==> src/rtl/kwe_ram.sv <==
`default_nettype none

module kwe_ram #(
  parameter int WIDTH = 64,
  parameter int DEPTH = 16,
  localparam int AW = (DEPTH > 1) ? $clog2(DEPTH) : 1
) (
  input  logic             clk,
  input  logic             rst_n,
  input  logic             clr,
  input  logic             rd_en,
  input  logic [AW-1:0]    rd_addr,
  output logic [WIDTH-1:0] rd_data,
  input  logic             wr_en,
  input  logic [AW-1:0]    wr_addr,
  input  logic [WIDTH-1:0] wr_data
);

  logic [WIDTH-1:0] mem [DEPTH];
  logic [DEPTH-1:0] vld_r;
  logic [WIDTH-1:0] q_r;
  logic             qv_r;

  // Storage array, one write port and one registered read port.
  always_ff @(posedge clk) begin
    if (wr_en) begin
      mem[wr_addr] <= wr_data;
    end
    if (rd_en) begin
      q_r <= mem[rd_addr];
    end
  end

  // Valid bits make entries that were never written read as zero.
  always_ff @(posedge clk) begin
    if (!rst_n) begin
      vld_r <= '0;
      qv_r  <= 1'b0;
    end else begin
      if (clr) begin
        vld_r <= '0;
      end else if (wr_en) begin
        vld_r[wr_addr] <= 1'b1;
      end
      if (rd_en) begin
        qv_r <= vld_r[rd_addr];
      end
    end
  end

  assign rd_data = qv_r ? q_r : '0;

endmodule

`default_nettype wire

==> config.mk <==
export PLATFORM = sky130hd
export DESIGN_NAME = kwe_ram
export DESIGN_NICKNAME = d
export VERILOG_FILES = /design/src/rtl/kwe_ram.sv
export SDC_FILE = /design/constraint.sdc
export NUM_CORES = 1
export LEC_CHECK = 0
export BUFFER_PORTS_ARGS = -buffer_cell sky130_fd_sc_hd__buf_2
export CAP_MARGIN = 0
export CELL_PAD_IN_SITES_DETAIL_PLACEMENT = 0
export CELL_PAD_IN_SITES_GLOBAL_PLACEMENT = 1
export CORE_ASPECT_RATIO = 1.25
export CORE_MARGIN = 4
export CORE_UTILIZATION = 55
export DETAILED_ROUTE_END_ITERATION = 6
export GPL_TIMING_DRIVEN = 0
export PLACE_DENSITY = 0.77
export RECOVER_POWER = 100
export SLEW_MARGIN = 20
export SYNTH_ARGS = -nofsm -noshare
export SYNTH_HDL_FRONTEND = slang
export SYNTH_SLANG_ARGS = --single-unit
==> constraint.sdc <==
create_clock -name clk -period 10.4 [get_ports clk]
set_input_delay 2.08 -clock clk [delete_from_list [all_inputs] [get_ports clk]]
set_output_delay 2.08 -clock clk [all_outputs]
set_load 0.01 [all_outputs]
==> qor.json <==
{
  "outcome": {"value": "complete, but fails checks"},
  "failed_checks": {"value": "max-capacitance violations, max-slew violations"},
  "synth.cell_area": {"value": 41500, "unit": "um^2"},
  "postCtsResizedCells": {"value": 0},
  "routedWlPerCell": {"value": 30.9, "unit": "um"},
  "clockBufferDepth": {"value": 3},
  "area_growth_syn_to_layout": {"value": 12.7, "unit": "%"},
  "fp.dieW": {"value": 254, "unit": "um"},
  "crit_fanout": {"value": 18},
  "drive_above_1_share": {"value": 26.4, "unit": "%"},
  "grt_pass1_wl": {"value": 136000, "unit": "um"},
  "number_of_buffers_created_by_cts": {"value": 99},
  "ant_nets": {"value": 0},
  "met3_usage": {"value": 4.32, "unit": "%"},
  "routed_wl": {"value": 93100, "unit": "um"},
  "fin_setup_tns": {"value": 0, "unit": "ps"},
  "clkPwrFrac": {"value": 39.0, "unit": "%"},
  "cts-htree-levels": {"value": 3},
  "finalClockSkew": {"value": 11.5, "unit": "ps"},
  "placed_cells_incl_taps": {"value": 2826},
  "dpl_worst_slack": {"value": 5450, "unit": "ps"},
  "final_cell_count_no_fill": {"value": 3010},
  "met1_usage": {"value": 33.6, "unit": "%"},
  "reg2reg_from": {"value": "mem[15][52]"},
  "synth-seq-area-share": {"value": 79.6, "unit": "%"},
  "synth_cell_types": {"value": 23},
  "vias": {"value": 18723},
  "post_synth.cell_area_avg": {"value": 25.5, "unit": "um^2"},
  "netSwitchingPower": {"value": 1.80, "unit": "mW"},
  "rsz_0062_raised_after_global_routing": {"value": "false"},
  "die_area": {"value": 79900, "unit": "um^2"},
  "hold_ep": {"value": "vld_r[1]"},
  "power.sequential.fraction": {"value": 56.2, "unit": "%"},
  "cts-root-buf": {"value": "clkbuf_16"},
  "largest_net_degree_at_the_start_of_global_routing": {"value": 40},
  "clkLatencyLatePin": {"value": 640, "unit": "ps"},
  "tritoncts": {"value": "yes"},
  "fin_hold_ws": {"value": 469, "unit": "ps"},
  "launch_instance_of_the_worst_min_delay_path": {"value": "vld_r[1]"},
  "worst-r2r-setup-slack": {"value": 8710, "unit": "ps"},
  "drt_iter0_drc": {"value": 2199},
  "startpoint_type": {"value": "input pin"},
  "peakVddDrop": {"value": 123, "unit": "uV"},
  "power_frac_comb": {"value": 4.8, "unit": "%"},
  "design.core.area": {"value": 74700, "unit": "um^2"},
  "grtUsageTotal": {"value": 23.8, "unit": "%"},
  "antenna_found_initial": {"value": 12},
  "dp_hpwl": {"value": 58400, "unit": "um"},
  "hold_violations": {"value": 0},
  "post-route-period-util": {"value": 58.7, "unit": "%"},
  "mappedNetlistNets": {"value": 1705},
  "total_leakage_power": {"value": 14.5, "unit": "nW"},
  "worst-setup-path-type": {"value": "input pin to flip-flop"},
  "cts_sinks": {"value": 1105},
  "synth_seq_cells": {"value": 1105},
  "placement.cell_area": {"value": 45000, "unit": "um^2"},
  "numPortBuffers": {"value": 137},
  "yosysWarnings": {"value": 0},
  "postCtsSetupBuffers": {"value": 0},
  "post-route-drc-count": {"value": 0},
  "drt_pre_antenna_iters": {"value": 6},
  "cap_viol_max_count": {"value": 16},
  "slew_headroom": {"value": -120, "unit": "%"},
  "fin_area": {"value": 46700, "unit": "um^2"},
  "holdPathStages": {"value": 1},
  "route.detailed.vias_per_inst": {"value": 6.22},
  "power.switching_fraction": {"value": 20.1, "unit": "%"},
  "vias_in_the_first_global_route": {"value": 19714},
  "gr-total-overflow": {"value": 0},
  "design.portCount": {"value": 141},
  "gp_routability_congestion": {"value": 0.724},
  "worst_slew_pin_slew": {"value": 3300, "unit": "ps"},
  "std_cell_rows": {"value": 112},
  "final.setup.worst_slack": {"value": 4300, "unit": "ps"},
  "critical_path.endpoint_type": {"value": "flip-flop"},
  "timing.final.max_slew_violations": {"value": 287},
  "syn-instance-count": {"value": 1628},
  "worst_ep_required_time": {"value": 10640, "unit": "ps"},
  "r2r.worst_path.cells": {"value": 2},
  "initial_standard_cell_utilization_of_the_core": {"value": 55.5, "unit": "%"},
  "cts.clk_slew.worst_paths": {"value": 60, "unit": "ps"},
  "power_density": {"value": 192, "unit": "nW/um^2"},
  "worst-endpoint-arrival": {"value": 6340, "unit": "ps"},
  "cellInternalPower": {"value": 7.17, "unit": "mW"},
  "cts-hold-fix-buffers": {"value": 0},
  "fin_crit": {"value": 6100, "unit": "ps"},
  "max_clock_freq": {"value": 164, "unit": "MHz"},
  "worst_hold_path_type": {"value": "flip-flop to flip-flop"},
  "r2r-end": {"value": "q_r[52]"},
  "layout.nets": {"value": 2035},
  "die_h": {"value": 315, "unit": "um"},
  "finalSetupViolCount": {"value": 0},
  "use_met2": {"value": 40.1, "unit": "%"},
  "global_routing_s_busiest_layer": {"value": "met2"}
}
[cell type report]
cell class	count	area, um^2
antenna	7	17.5
buffer	82	454
clock buffer	123	2650
clock inverter	54	425
fill	4982	28000
inverter	1	3.75
multi-input combinational	440	7990
sequential	1105	33000
tap	969	1210
timing repair buffer	229	941
[layer usage]
layer,part of all wire (%),vias to the layer above,wire (um)
met4,1.7,8,1550
li1,-,7694,-
met1,39,10044,36000
met3,7.7,126,7200
met5,0.059,-,55
met2,52,851,48300
[kinds of logic after synthesis]
family | share of synthesized area, %
multiplexers | 17.6
buffers and inverters | 1.10
AO/OA/AOI/OAI | 0.371
AND/OR/NAND/NOR | 1.32
flip-flops | 79.6
[sequential cells by signal, indices dropped and copies added, names as in the netlist]
signal  cells
qv_r        1
vld_r      16
mem      1024
q_r        64
[cells in the mapped netlist]
library cell	instances	area (um^2)
o21a_1	16	120
buf_6	11	124
inv_1	1	3.75
nor2b_1	2	12.5
buf_4	14	105
a32oi_1	1	8.76
and2_1	64	400
nand3_1	2	10.0
buf_2	8	40.0
buf_1	3	11.3
a221oi_1	2	17.5
dfxtp_1	17	340
nand2_1	2	7.51
nand3b_1	3	22.5
mux4_2	322	7250
mux2i_1	4	40.0
nand2b_1	2	12.5
nor3_1	4	20.0
o211ai_1	1	7.51
edfxtp_1	1088	32700
or3b_2	1	8.76
clkbuf_1	46	173
nor2_1	14	52.6
[critical path: stages]
cell      delay, ps
clkbuf_1        240
nand2b_1        160
nor2_1         1560
clkbuf_1       1090
clkbuf_1       1170
[cells in the final DEF, fill, tap and decap left out, drive strengths merged, types with 3 or more instances in the layout]
master / count
nand3b: 3
clkbuf: 350
mux4: 322
dfxtp: 17
nor3: 4
buf: 84
clkinvlp: 4
edfxtp: 1088
bufinv: 7
o21a: 16
mux2i: 4
clkinv: 42
diode: 7
and2: 64
nor2: 14
[per-stage QoR]
stage | util, % | total power, mW
after floorplan | - | 5.38
after global placement | 58.1 | 5.56
after detailed placement | 60.2 | 5.60
after CTS | 64.3 | 9.05
after global routing | 62.5 | 9.25
final | 62.5 | 8.97
[power by group through the flow]
stage               Combinational (mW)  Clock, mW  Sequential [mW]
finish                           0.435       3.50             5.04
global placement                 0.427          0             5.14
global route                     0.465       3.74             5.04
floorplan                        0.261          0             5.12
CTS                              0.469       3.55             5.03
detailed placement               0.468          0             5.13
[how the worst max path moves through the flow]
stage / startpoint / endpoint / slack [ps] / depth (start not counted)
3_5_place_dp: rd_addr[1] / q_r[54] / 5450 / 5
5_1_grt: wr_addr[1] / mem[14][13] / 4050 / 5
6_report: wr_addr[1] / mem[14][7] / 4300 / 5
2_1_floorplan: wr_addr[2] / mem[0][0] / 2840 / 2
4_1_cts: qv_r / rd_data[27] / 5740 / 4
3_3_place_gp: wr_addr[2] / mem[0][8] / -3500 / 3
No activity file was read; power rests on OpenSTA's default activity.
